==> config.mk <==
export PLATFORM = sky130hd
export DESIGN_NAME = bounded_delay_value_buffer
export DESIGN_NICKNAME = d
export VERILOG_FILES = /design/src/sv/bdvb_pkg.sv /design/src/sv/bounded_delay_value_buffer.sv
export SDC_FILE = /design/constraint.sdc
export NUM_CORES = 1
export LEC_CHECK = 0
export BUFFER_PORTS_ARGS = -buffer_cell sky130_fd_sc_hd__buf_2
export CAP_MARGIN = 10
export CORE_AREA = 2 2 244 246
export CTS_CLUSTER_SIZE = 10
export DETAILED_ROUTE_END_ITERATION = 8
export DIE_AREA = 0 0 246 248
export PLACE_DENSITY = 0.79
export RECOVER_POWER = 100
export SLEW_MARGIN = 0
export SYNTH_ARGS = -nofsm -noshare
export SYNTH_HDL_FRONTEND = slang
export SYNTH_SLANG_ARGS = --single-unit
==> constraint.sdc <==
create_clock -name clk -period 11.5 [get_ports clk]
set_input_delay 1.15 -clock clk [delete_from_list [all_inputs] [get_ports clk]]
set_output_delay 1.15 -clock clk [all_outputs]
set_load 0.005 [all_outputs]
==> src/sv/bdvb_pkg.sv <==
// Package for the bounded delay value buffer: defaults, codes, state type.
// No dependencies; used by bounded_delay_value_buffer and bdvb_checker.
package bdvb_pkg;

  localparam int QUEUE_DEPTH_DEF = 16;
  localparam int VALUE_BITS_DEF  = 16;
  localparam int SLACK_BITS_DEF  = 8;

  localparam logic [4:0] LIMIT_RESET = 5'd16;

  // Input action codes
  localparam logic ACT_ARRIVAL = 1'b0;
  localparam logic ACT_TICK    = 1'b1;

  // Register select (paddr bit 2)
  localparam logic REG_QUEUE_LIMIT = 1'b0;

  localparam logic [15:0] NO_VALUE = 16'd0;

  typedef enum logic [3:0] {
    ST_IDLE   = 4'b0001,
    ST_SCAN   = 4'b0010,
    ST_COMMIT = 4'b0100,
    ST_DONE   = 4'b1000
  } state_t;

endpackage

==> src/sv/bounded_delay_value_buffer.sv <==
// Bounded delay value buffer: greedy admission, highest value transmission.
// Depends on bdvb_pkg (defaults, action codes, state type).
//
//  channel | direction | handshake           | payload
//  in      | input     | in_valid/in_ready   | action, count, slack, value
//  out     | output    | out_valid/out_ready | sent, sent_value, occupancy, totals
//  cfg     | input     | APB psel/penable    | queue_limit at paddr 0
//
// Scan: one shared scan over the QUEUE_DEPTH entries, one entry per cycle.
// An arrival scans once per copy, then commits it; once a copy is rejected
// the remaining copies are retired in that same commit step. A tick scans
// once, then commits. A zero count arrival skips the scan and goes to done.
// Reset (rst_n low, synchronous) clears valid bits, counters and limit (16).
// in_ready is high only in idle; a finished word waits in the output register
// while the next word is taken, and the block stalls in done until it drains.
module bounded_delay_value_buffer #(
  parameter int QUEUE_DEPTH = bdvb_pkg::QUEUE_DEPTH_DEF,
  parameter int VALUE_BITS  = bdvb_pkg::VALUE_BITS_DEF,
  parameter int SLACK_BITS  = bdvb_pkg::SLACK_BITS_DEF
) (
  input  logic        clk,
  input  logic        rst_n,
  // input word
  input  logic        in_valid,
  output logic        in_ready,
  input  logic        in_action,
  input  logic [7:0]  in_count,
  input  logic [7:0]  in_slack,
  input  logic [15:0] in_value,
  // result word
  output logic        out_valid,
  input  logic        out_ready,
  output logic        out_sent,
  output logic [15:0] out_sent_value,
  output logic [4:0]  out_occupancy,
  output logic [31:0] out_arrived_total,
  output logic [31:0] out_dropped_total,
  output logic [31:0] out_transmitted_total,
  output logic [47:0] out_transmitted_value_total,
  // configuration
  input  logic        psel,
  input  logic        penable,
  input  logic        pwrite,
  input  logic [2:0]  paddr,
  input  logic [31:0] pwdata,
  output logic [31:0] prdata,
  output logic        pready
);

  localparam int IDX_W = (QUEUE_DEPTH > 1) ? $clog2(QUEUE_DEPTH) : 1;
  localparam int OCC_W = $clog2(QUEUE_DEPTH + 1);
  localparam int CMP_W = (OCC_W > 5) ? OCC_W : 5;
  localparam int KEY_W = VALUE_BITS + SLACK_BITS;
  localparam logic [IDX_W-1:0] LAST_IDX = IDX_W'(QUEUE_DEPTH - 1);
  localparam logic [OCC_W-1:0] DEPTH_OCC = OCC_W'(QUEUE_DEPTH);

  // ---------------------------------------------------------------- config
  logic [4:0] limit_r;
  logic       cfg_wr;

  assign pready = 1'b1;
  assign cfg_wr = psel && penable && pwrite && (paddr[2] == bdvb_pkg::REG_QUEUE_LIMIT);
  assign prdata = (paddr[2] == bdvb_pkg::REG_QUEUE_LIMIT) ? 32'(limit_r) : 32'd0;

  always_ff @(posedge clk) begin
    if (!rst_n) begin
      limit_r <= bdvb_pkg::LIMIT_RESET;
    end else if (cfg_wr) begin
      limit_r <= pwdata[4:0];
    end
  end

  // ---------------------------------------------------------------- storage
  // Entry payload has no reset; only entries with a valid bit are ever read.
  logic [VALUE_BITS-1:0] ent_val_r [QUEUE_DEPTH];
  logic [SLACK_BITS-1:0] ent_slk_r [QUEUE_DEPTH];
  logic [QUEUE_DEPTH-1:0] valid_r, valid_nxt;
  // registered read port, addressed with the next scan index so that it
  // always holds the entry under idx_r; a same-edge write is forwarded
  logic [VALUE_BITS-1:0] rd_val_r;
  logic [SLACK_BITS-1:0] rd_slk_r;

  // ---------------------------------------------------------------- control
  bdvb_pkg::state_t state_r, state_nxt;
  logic                  tick_r, tick_nxt;        // item is a tick
  logic [7:0]            rem_r, rem_nxt;          // copies left, current included
  logic [VALUE_BITS-1:0] v_r, v_nxt;
  logic [SLACK_BITS-1:0] s_r, s_nxt;
  logic [IDX_W-1:0]      idx_r, idx_nxt;
  logic                  best_found_r, best_found_nxt;
  logic [IDX_W-1:0]      best_idx_r, best_idx_nxt;
  logic [VALUE_BITS-1:0] best_val_r, best_val_nxt;
  logic [SLACK_BITS-1:0] best_slk_r, best_slk_nxt;
  logic                  free_found_r, free_found_nxt;
  logic [IDX_W-1:0]      free_idx_r, free_idx_nxt;
  logic [OCC_W-1:0]      occ_r, occ_nxt;
  logic [31:0]           arr_cnt_r, arr_cnt_nxt;
  logic [31:0]           drp_cnt_r, drp_cnt_nxt;
  logic [31:0]           snt_cnt_r, snt_cnt_nxt;
  logic [47:0]           snt_sum_r, snt_sum_nxt;
  logic                  sent_r, sent_nxt;
  logic [VALUE_BITS-1:0] sent_val_r, sent_val_nxt;

  // output register
  logic        out_valid_r, out_valid_nxt;
  logic        o_sent_r;
  logic [15:0] o_sent_val_r;
  logic [4:0]  o_occ_r;
  logic [31:0] o_arr_r, o_drp_r, o_snt_r;
  logic [47:0] o_sum_r;
  logic        out_load;

  // entry write port
  logic                  wr_en;
  logic [IDX_W-1:0]      wr_idx;
  logic [VALUE_BITS-1:0] wr_val;
  logic [SLACK_BITS-1:0] wr_slk;

  // scan read and shared key compare
  logic [VALUE_BITS-1:0] cur_val;
  logic [SLACK_BITS-1:0] cur_slk, cand_slk;
  logic                  cur_valid, cur_expire, cand_ok;
  logic [KEY_W-1:0]      cmp_a, cmp_b;
  logic                  better;
  logic                  room, replace;

  assign cur_val    = rd_val_r;
  assign cur_slk    = rd_slk_r;
  assign cur_valid  = valid_r[idx_r];
  assign cur_expire = tick_r && (cur_slk <= SLACK_BITS'(1));
  assign cand_slk   = tick_r ? (cur_slk - SLACK_BITS'(1)) : cur_slk;
  assign cand_ok    = cur_valid && !cur_expire;

  // One comparator: min search swaps its operands into a max search on ticks.
  // Strict compare keeps the first of equal keys.
  assign cmp_a  = tick_r ? {best_val_r, best_slk_r} : {cur_val, cand_slk};
  assign cmp_b  = tick_r ? {cur_val, cand_slk} : {best_val_r, best_slk_r};
  assign better = cmp_a < cmp_b;

  // Room while held < min(queue_limit, depth)
  assign room    = (CMP_W'(occ_r) < CMP_W'(limit_r)) && (occ_r < DEPTH_OCC);
  assign replace = best_found_r && (best_val_r < v_r);

  assign in_ready = (state_r == bdvb_pkg::ST_IDLE);
  assign out_load = (state_r == bdvb_pkg::ST_DONE) && (!out_valid_r || out_ready);

  always_comb begin
    state_nxt      = state_r;
    tick_nxt       = tick_r;
    rem_nxt        = rem_r;
    v_nxt          = v_r;
    s_nxt          = s_r;
    idx_nxt        = idx_r;
    best_found_nxt = best_found_r;
    best_idx_nxt   = best_idx_r;
    best_val_nxt   = best_val_r;
    best_slk_nxt   = best_slk_r;
    free_found_nxt = free_found_r;
    free_idx_nxt   = free_idx_r;
    occ_nxt        = occ_r;
    arr_cnt_nxt    = arr_cnt_r;
    drp_cnt_nxt    = drp_cnt_r;
    snt_cnt_nxt    = snt_cnt_r;
    snt_sum_nxt    = snt_sum_r;
    sent_nxt       = sent_r;
    sent_val_nxt   = sent_val_r;
    valid_nxt      = valid_r;
    wr_en          = 1'b0;
    wr_idx         = idx_r;
    wr_val         = cur_val;
    wr_slk         = cand_slk;

    unique case (state_r)
      bdvb_pkg::ST_IDLE: begin
        if (in_valid) begin
          tick_nxt       = (in_action == bdvb_pkg::ACT_TICK);
          rem_nxt        = in_count;
          v_nxt          = VALUE_BITS'(in_value);
          s_nxt          = SLACK_BITS'(in_slack);
          idx_nxt        = '0;
          best_found_nxt = 1'b0;
          free_found_nxt = 1'b0;
          sent_nxt       = 1'b0;
          sent_val_nxt   = '0;
          if (in_action == bdvb_pkg::ACT_TICK) begin
            state_nxt = bdvb_pkg::ST_SCAN;
          end else begin
            // every copy counts as arrived up front
            arr_cnt_nxt = arr_cnt_r + 32'(in_count);
            state_nxt   = (in_count == 8'd0) ? bdvb_pkg::ST_DONE : bdvb_pkg::ST_SCAN;
          end
        end
      end

      bdvb_pkg::ST_SCAN: begin
        if (cur_expire && cur_valid) begin
          valid_nxt[idx_r] = 1'b0;
          drp_cnt_nxt      = drp_cnt_r + 32'd1;
          occ_nxt          = occ_r - OCC_W'(1);
        end else if (tick_r && cur_valid) begin
          wr_en = 1'b1;               // slack - 1
        end
        if (!tick_r && !cur_valid && !free_found_r) begin
          free_found_nxt = 1'b1;
          free_idx_nxt   = idx_r;
        end
        if (cand_ok && (!best_found_r || better)) begin
          best_found_nxt = 1'b1;
          best_idx_nxt   = idx_r;
          best_val_nxt   = cur_val;
          best_slk_nxt   = cand_slk;
        end
        if (idx_r == LAST_IDX) begin
          state_nxt = bdvb_pkg::ST_COMMIT;
        end else begin
          idx_nxt = idx_r + IDX_W'(1);
        end
      end

      bdvb_pkg::ST_COMMIT: begin
        idx_nxt        = '0;
        best_found_nxt = 1'b0;
        free_found_nxt = 1'b0;
        if (tick_r) begin
          if (best_found_r) begin
            valid_nxt[best_idx_r] = 1'b0;
            occ_nxt      = occ_r - OCC_W'(1);
            sent_nxt     = 1'b1;
            sent_val_nxt = best_val_r;
            snt_cnt_nxt  = snt_cnt_r + 32'd1;
            snt_sum_nxt  = snt_sum_r + 48'(best_val_r);
          end
          state_nxt = bdvb_pkg::ST_DONE;
        end else begin
          if (room) begin
            wr_en                 = 1'b1;
            wr_idx                = free_idx_r;
            wr_val                = v_r;
            wr_slk                = s_r;
            valid_nxt[free_idx_r] = 1'b1;
            occ_nxt               = occ_r + OCC_W'(1);
            rem_nxt               = rem_r - 8'd1;
          end else if (replace) begin
            wr_en       = 1'b1;
            wr_idx      = best_idx_r;
            wr_val      = v_r;
            wr_slk      = s_r;
            drp_cnt_nxt = drp_cnt_r + 32'd1;
            rem_nxt     = rem_r - 8'd1;
          end else begin
            // rejected: state is unchanged, so all later copies are rejected too
            drp_cnt_nxt = drp_cnt_r + 32'(rem_r);
            rem_nxt     = 8'd0;
          end
          state_nxt = (rem_nxt == 8'd0) ? bdvb_pkg::ST_DONE : bdvb_pkg::ST_SCAN;
        end
      end

      bdvb_pkg::ST_DONE: begin
        if (out_load) begin
          state_nxt = bdvb_pkg::ST_IDLE;
        end
      end

      default: begin
        state_nxt = bdvb_pkg::ST_IDLE;
      end
    endcase
  end

  always_comb begin
    out_valid_nxt = out_valid_r;
    if (out_load) begin
      out_valid_nxt = 1'b1;
    end else if (out_ready) begin
      out_valid_nxt = 1'b0;
    end
  end

  // control and counters
  always_ff @(posedge clk) begin
    if (!rst_n) begin
      state_r      <= bdvb_pkg::ST_IDLE;
      valid_r      <= '0;
      occ_r        <= '0;
      arr_cnt_r    <= '0;
      drp_cnt_r    <= '0;
      snt_cnt_r    <= '0;
      snt_sum_r    <= '0;
      out_valid_r  <= 1'b0;
      best_found_r <= 1'b0;
      free_found_r <= 1'b0;
    end else begin
      state_r      <= state_nxt;
      valid_r      <= valid_nxt;
      occ_r        <= occ_nxt;
      arr_cnt_r    <= arr_cnt_nxt;
      drp_cnt_r    <= drp_cnt_nxt;
      snt_cnt_r    <= snt_cnt_nxt;
      snt_sum_r    <= snt_sum_nxt;
      out_valid_r  <= out_valid_nxt;
      best_found_r <= best_found_nxt;
      free_found_r <= free_found_nxt;
    end
  end

  // datapath, no reset needed
  always_ff @(posedge clk) begin
    tick_r     <= tick_nxt;
    rem_r      <= rem_nxt;
    v_r        <= v_nxt;
    s_r        <= s_nxt;
    idx_r      <= idx_nxt;
    best_idx_r <= best_idx_nxt;
    best_val_r <= best_val_nxt;
    best_slk_r <= best_slk_nxt;
    free_idx_r <= free_idx_nxt;
    sent_r     <= sent_nxt;
    sent_val_r <= sent_val_nxt;
    if (wr_en) begin
      ent_val_r[wr_idx] <= wr_val;
      ent_slk_r[wr_idx] <= wr_slk;
    end
    if (wr_en && (wr_idx == idx_nxt)) begin
      rd_val_r <= wr_val;
      rd_slk_r <= wr_slk;
    end else begin
      rd_val_r <= ent_val_r[idx_nxt];
      rd_slk_r <= ent_slk_r[idx_nxt];
    end
    if (out_load) begin
      o_sent_r     <= sent_r;
      o_sent_val_r <= sent_r ? 16'(sent_val_r) : bdvb_pkg::NO_VALUE;
      o_occ_r      <= 5'(occ_r);
      o_arr_r      <= arr_cnt_r;
      o_drp_r      <= drp_cnt_r;
      o_snt_r      <= snt_cnt_r;
      o_sum_r      <= snt_sum_r;
    end
  end

  assign out_valid                   = out_valid_r;
  assign out_sent                    = o_sent_r;
  assign out_sent_value              = o_sent_val_r;
  assign out_occupancy               = o_occ_r;
  assign out_arrived_total           = o_arr_r;
  assign out_dropped_total           = o_drp_r;
  assign out_transmitted_total       = o_snt_r;
  assign out_transmitted_value_total = o_sum_r;

endmodule

; Word-level counts from Yosys, hierarchy flattened
; Memories as Yosys holds them, arrays and structs flattened. A register that Yosys moved wholly into a read port is not among the register bits.
; Index checks and enable logic that the tools add are counted.
[totals]
wordCells = 197
memories = 2
input_bits = 75
mem_bits_rw = 384
output_inout_bits = 201
ff_bits = 429
[memory_table]
columns = memory, depth, word_bits, read_ports, rd_ports_with_merged_regs, wr, line_no
row1 = ent_val_r, 16, 16, 1, 1, 1, bounded_delay_value_buffer.sv:75  ; logic [VALUE_BITS-1:0] ent_val_r [QUEUE_DEPTH];
row2 = ent_slk_r, 16, 8, 1, 1, 1, bounded_delay_value_buffer.sv:76  ; logic [SLACK_BITS-1:0] ent_slk_r [QUEUE_DEPTH];
[classes]
muxes = 79
reduce_logical = 42
n_eq_ne = 17
magnitude_cmp = 11
add_sub_neg = 10
n_bitwise = 7
[ops]
columns = op, count
row1 = 2-to-1 mux 16 bit, 11
row2 = 2-to-1 mux 32 bit, 4
row3 = 2-to-1 mux 8 bit, 11
row4 = "adder 32 x 1 -> 32 bit, second input constant", 2
row5 = adder 32 x 8 -> 32 bit, 2
row6 = one-hot mux 16 bit (2 select lines), 2
row7 = one-hot mux 32 bit (2 select lines), 1
row8 = 2-to-1 mux 4 bit, 13
row9 = adder 48 x 16 -> 48 bit, 1
row10 = 2-to-1 mux 24 bit, 2
row11 = AND 16 bit, 2
row12 = inverter 16 bit, 2
row13 = 2-to-1 mux 5 bit, 5
row14 = < comparator 24 bit, 1
row15 = "inequality test 2 bit, second input constant", 10
row16 = 2-to-1 mux 1 bit, 18
row17 = AND reduction 3 bit, 6
row18 = logical AND 1 bit, 16
row19 = logical NOT 8 bit, 2
row20 = < comparator 16 bit, 1
row21 = bitwise OR 16 bit, 1
row22 = one-hot mux 4 bit (4 select lines), 1
row23 = one-hot mux 8 bit (2 select lines), 1
row24 = "subtractor 8 x 1 -> 8 bit, second input constant", 2
row25 = 26 further kinds, 49

; Logic depth before layout (Yosys ltp)
[depth]
depth_word = 10
depth_mapped = 18
depth_no_buf = 15

; Worst setup path after synthesis
; Ideal clock, no wire load.
[synth_timing]
path_type = input-to-reg
startpoint = input out_ready
endpoint = register o_arr_r[0], in the netlist out_arrived_total[0] (enable)
path_buffers = 0
slack_ns = 2.206
arrival_time_ns = 8.581
path_stages = 2
t_required_ns = 10.787
setup_ns = 0.713
path_cell_list = nand2b_1 nor2b_1
[synth_between]
elab_chain_len = 2
[synth_lines]
columns = item, line_no
row1 = "start, declared", bounded_delay_value_buffer.sv:32  ; input logic out_ready,
row2 = logical OR 1 bit, bounded_delay_value_buffer.sv:145  ; assign out_load = (state_r == bdvb_pkg::ST_DONE) && (!out_valid_r || out_ready);
row3 = logical AND 1 bit, bounded_delay_value_buffer.sv:145
row4 = via out_load, bounded_delay_value_buffer.sv:111  ; logic out_load;
row5 = "end signal, assigned", bounded_delay_value_buffer.sv:335  ; o_arr_r <= arr_cnt_r;
row6 = "end, declared", bounded_delay_value_buffer.sv:109  ; logic [31:0] o_arr_r, o_drp_r, o_snt_r;
; The timed path passes the listed nets, and every way through them passes these cells.
; A chain may end at the register's enable or synchronous reset.

; Worst setup path after layout
[layout_timing]
startpoint = register idx_r[1]
endpoint = memory ent_slk_r[7][3] (netlist bit) (enable)
[layout_between]
elab_chain_len = 8
word_cells_on_any_way = 13
cone_classes = mux: 11 / reduce/logical: 2
[layout_lines]
columns = item, line_no
row1 = "start, declared", bounded_delay_value_buffer.sv:89  ; logic [IDX_W-1:0] idx_r, idx_nxt;
row2 = "start signal, assigned", bounded_delay_value_buffer.sv:313  ; idx_r <= idx_nxt;
row3 = binary-select mux 1 bit (select 4 bit), bounded_delay_value_buffer.sv:129  ; assign cur_valid = valid_r[idx_r];
row4 = 2-to-1 mux 1 bit (not written as such), bounded_delay_value_buffer.sv:129
row5 = logical AND 1 bit, bounded_delay_value_buffer.sv:200  ; end else if (tick_r && cur_valid) begin
row6 = 2-to-1 mux 1 bit, bounded_delay_value_buffer.sv:200
row7 = 2-to-1 mux 1 bit, bounded_delay_value_buffer.sv:196  ; if (cur_expire && cur_valid) begin
row8 = one-hot mux 1 bit (2 select lines), bounded_delay_value_buffer.sv:173  ; unique case (state_r)
row9 = 2-to-1 mux 1 bit, bounded_delay_value_buffer.sv:320  ; if (wr_en) begin
row10 = 2-to-1 mux 1 bit (not written as such), bounded_delay_value_buffer.sv:322  ; ent_slk_r[wr_idx] <= wr_slk;
row11 = "end, declared", bounded_delay_value_buffer.sv:76
; Several ways; a longest one is shown, not always the timed one. The select of a mux whose other input is x is not followed.

==> run_results.csv <==
group,metric,value,unit
run_status,status,"complete, but fails checks",
run_status,failed_checks,"max-capacitance violations, max-slew violations",
cells_and_area,num-nets-final,2871,
global_route,antenna_found_initial,2,
global_route,met3_usage,4.78,%
global_route,busiest_layer,"met2",
yosys,synthArstFlopShare,0,%
pwr,power_frac_seq,44.6,%
sta,worst_pin_slew,4.61,ns
placement,dpl.cell_count,3385,
critical_path,end_kind,"register",
drt,drt_pass1_iterations,6,
clock_network,cts_buffer_depth,3,
yosys,synth_xor_area_share,2.94,%
clock_network,clk_latency,0.66,ns
critical_path,reg2reg_from,"idx_r[1]$_SDFFCE_PN0P_",
yosys,synthSimpleGateAreaFrac,10.7,%
yosys,yosys.cell_count.top_type,"edfxtp_1",
yosys,muxShareOfSynthArea,9.02,%
sta,rsz0062_at_grt,"no",
pwr,pwr-share-clk,31.1,%
clock_network,cts_tree,"built",
cells_and_area,n_fill_cell,4024,
die,chipHeight,248,microns
sta,post-route-period-util,74.7,%
cells_and_area,area_delta_synth_final,12.1,%
sta,period_needed,8.59,ns
die,dieArea,61000,sq um
die,rows,89,
die,ios,276,
critical_path,setup.worst_path.start,"idx_r[1]$_SDFFCE_PN0P_",
yosys,synth-main-ff-cell,"edfxtp_1",
yosys,synthAdderAreaFrac,3.23,%
yosys,ys_types,87,
drt,drcViolationCount,0,
clock_network,cts_hold_buf,0,
yosys,synth_top_family_by_area,"simple AND/OR/NAND/NOR gates",
yosys,synth-compound-area-share,6.52,%
pwr,leakagePower,13.4,nW
sta,drv_slew,1069,
pwr,total_power,0.00845,W
yosys,synth_area_leader_cell,"edfxtp_1",
critical_path,worst_setup_path_start_kind,"register",
clock_network,post_cts_buffers,0,
placement,place_congestion,0.895,
clock_network,htreeDepth,3,
die,die_width,246,microns
yosys,synth_area_leaders,"edfxtp_1 55%, dfxtp_1 10%, mux4_2 7.5%",
drt,drtAntennaViolNets,0,
sta,fin_skew,0.0442,ns
clock_network,ctsRootBufferMaster,"clkbuf_16",
critical_path,reg2reg_setup_slack,2.91,ns
sta,setup_viol,0,
die,core,58500,sq um
yosys,syn_inst,2465,
sta,worst_slack,2.91,ns
sta,slew-limit-headroom,-207,%
pwr,p_per_area,217,nW/um^2
cells_and_area,final_cells,3536,
hold_path,hold_path_class,"reg2reg",
pwr,peakVddDrop,0.000177,V
sta,fmax,116,MHz
drt,wl_per_cell,22.9,microns
critical_path,required,11.66,ns
yosys,synth_seq_area_share,65.1,%
critical_path,crit_type,"reg2reg",
clock_network,cts_resized,0,
critical_path,crit_arrival,8.75,ns
global_route,met1_usage,34.4,%
sta,setup_tns,0,ns
global_route,first_global_vias,21597,
clock_network,clk_pin_slew,0.06,ns
drt,vias_per_cell,6.11,
global_route,grt_max_degree,107,
yosys,synth_warnings,0,
sta,hold_viol,0,
placement,port_buffers,218,
global_route,grt_use_total,26.5,%
yosys,ys_top_cells_by_count,"636 x edfxtp_1, 233 x nand2_1, 197 x nor2_1",
pwr,pwr-share-comb,24.3,%
global_route,gr-total-overflow,0,
placement,pre_cts_slack,4.76,ns
placement,dp_hpwl,48500,microns
yosys,synth-seq-cells,813,
pwr,sw_frac_of_total,29.5,%
cells_and_area,drive_above_1_share,13.5,%
drt,drt_iter0_markers,2228,
yosys,synth_edf_count,636,
pwr,p_int,0.00596,W
global_route,grtUsageMet2,44.6,%
drt,num_vias,21622,
yosys,synth_top_area_share,54.9,%
flow_run,cap_violations,35,
global_route,grt_first_pass_wirelength,123000,microns
critical_path,rr_worst_depth,13,
drt,wl,80800,microns
yosys,syn_area_per_cell,14.1,sq um
critical_path,worstPathMaxFanout,59,
pwr,switchingPower,0.00249,W
die,start_util,59.5,%
clock_network,cts.sinks,813,
clock_network,cts_made_buffers,92,
yosys,syn_area,34800,sq um
critical_path,endpoint,"ent_slk_r[7][3]$_DFFE_PP_",
critical_path,worst_r2r_endpoint,"ent_slk_r[7][3]$_DFFE_PP_",
==> worst max-delay path: stages, from the launching register on <==
cell and delay (ns):
edfxtp_1 0.32, clkbuf_1 1.79, buf_4 0.93, inv_1 0.38
mux2i_1 0.20, mux2i_1 0.57, inv_1 0.14, ha_1 0.33
o21ai_0 0.18, nor3_1 0.11, nand2_1 0.21, a31o_2 0.23
nand3_1 0.18, nor2_1 2.43
==> power groups by stage <==
stage	logic, W	registers (W)	clock network [W]
6_report	0.00206	0.00377	0.00263
5_1_grt	0.00224	0.00378	0.00277
4_1_cts	0.00207	0.00376	0.00266
3_5_place_dp	0.00203	0.00382	0
3_3_place_gp	0.00193	0.00381	0
2_1_floorplan	0.00145	0.00381	0
==> kinds of logic (layout without fill, tap and decap cells) <==
| family | Yosys count | in the layout |
|---|---|---|
| AOI/OAI and AO/OA | 342 | 342 |
| xor gates and xnor gates | 116 | 116 |
| adders and majority gates | 88 | 88 |
| buffers and inverters | 188 | 458 |
| DFF | 813 | 813 |
| muxes | 166 | 166 |
| other | 2 | 30 |
| and+or+nand+nor | 750 | 750 |
==> how the worst min path moves through the flow <==
stage	endpoint	cells after the start	from	slack, ns
after floorplan	out_dropped_total[31]$_DFFE_PP_	0	drp_cnt_r[31]$_SDFFE_PN0P_	0.42
after global placement	out_dropped_total[31]$_DFFE_PP_	0	drp_cnt_r[31]$_SDFFE_PN0P_	0.43
after detailed placement	out_transmitted_value_total[47]$_DFFE_PP_	0	snt_sum_r[47]$_SDFFE_PN0P_	0.45
after CTS	out_transmitted_value_total[47]$_DFFE_PP_	0	snt_sum_r[47]$_SDFFE_PN0P_	0.46
after global routing	out_transmitted_value_total[47]$_DFFE_PP_	0	snt_sum_r[47]$_SDFFE_PN0P_	0.47
final	out_arrived_total[31]$_DFFE_PP_	0	arr_cnt_r[31]$_SDFFE_PN0P_	0.46
==> placed cells by master (no fill, tap or decap), types with 44 or more instances in the layout <==
cell and instances:
o21ai_0 65, mux4_2 116, xor2_1 44, ha_1 85
xnor2_1 72, buf_2 104, nor2_1 198, clkbuf_16 93
a21oi_1 87, dfxtp_1 177, nand2_1 233, edfxtp_1 636
inv_1 60, clkbuf_1 176, nand3_1 60
==> stage by stage <==
| stage | hold slack, ns | util, % | area [sq um] |
|---|---|---|---|
| final | 0.458 | 66.7 | 39000 |
| after global routing | 0.467 | 66.7 | 39000 |
| after CTS | 0.459 | 67.3 | 39400 |
| after detailed placement | 0.446 | 62.8 | 36700 |
| after global placement | 0.435 | 62.8 | 36700 |
| after floorplan | 0.421 | - | 34900 |
==> per-layer routing <==
metal | part of all wire [%] | routed length (microns)
met1 | 39 | 31600
met3 | 7.7 | 6220
met4 | 3.6 | 2900
met5 | 0.016 | 13
met2 | 50 | 40100
==> area by class of cell <==
cell class / count / area [sq um] / area share (%)
clock inverters: 10 / 173 / 0.443
clock buffers: 137 / 2490 / 6.39
flip-flops and latches: 813 / 22600 / 58.1
inverters: 63 / 239 / 0.613
repair buffers: 248 / 1110 / 2.84
multi-input cells: 1490 / 11400 / 29.1
diodes: 2 / 5.00 / 0.0128
well taps: 773 / 967 / 2.48
==> registers in the layout (all words and copies together) (netlist names), 48 cells and up <==
signal,flops
ent_slk_r,128
out_transmitted_value_total,48
ent_val_r,256
snt_sum_r,48
(Power assumes the default switching activity.)
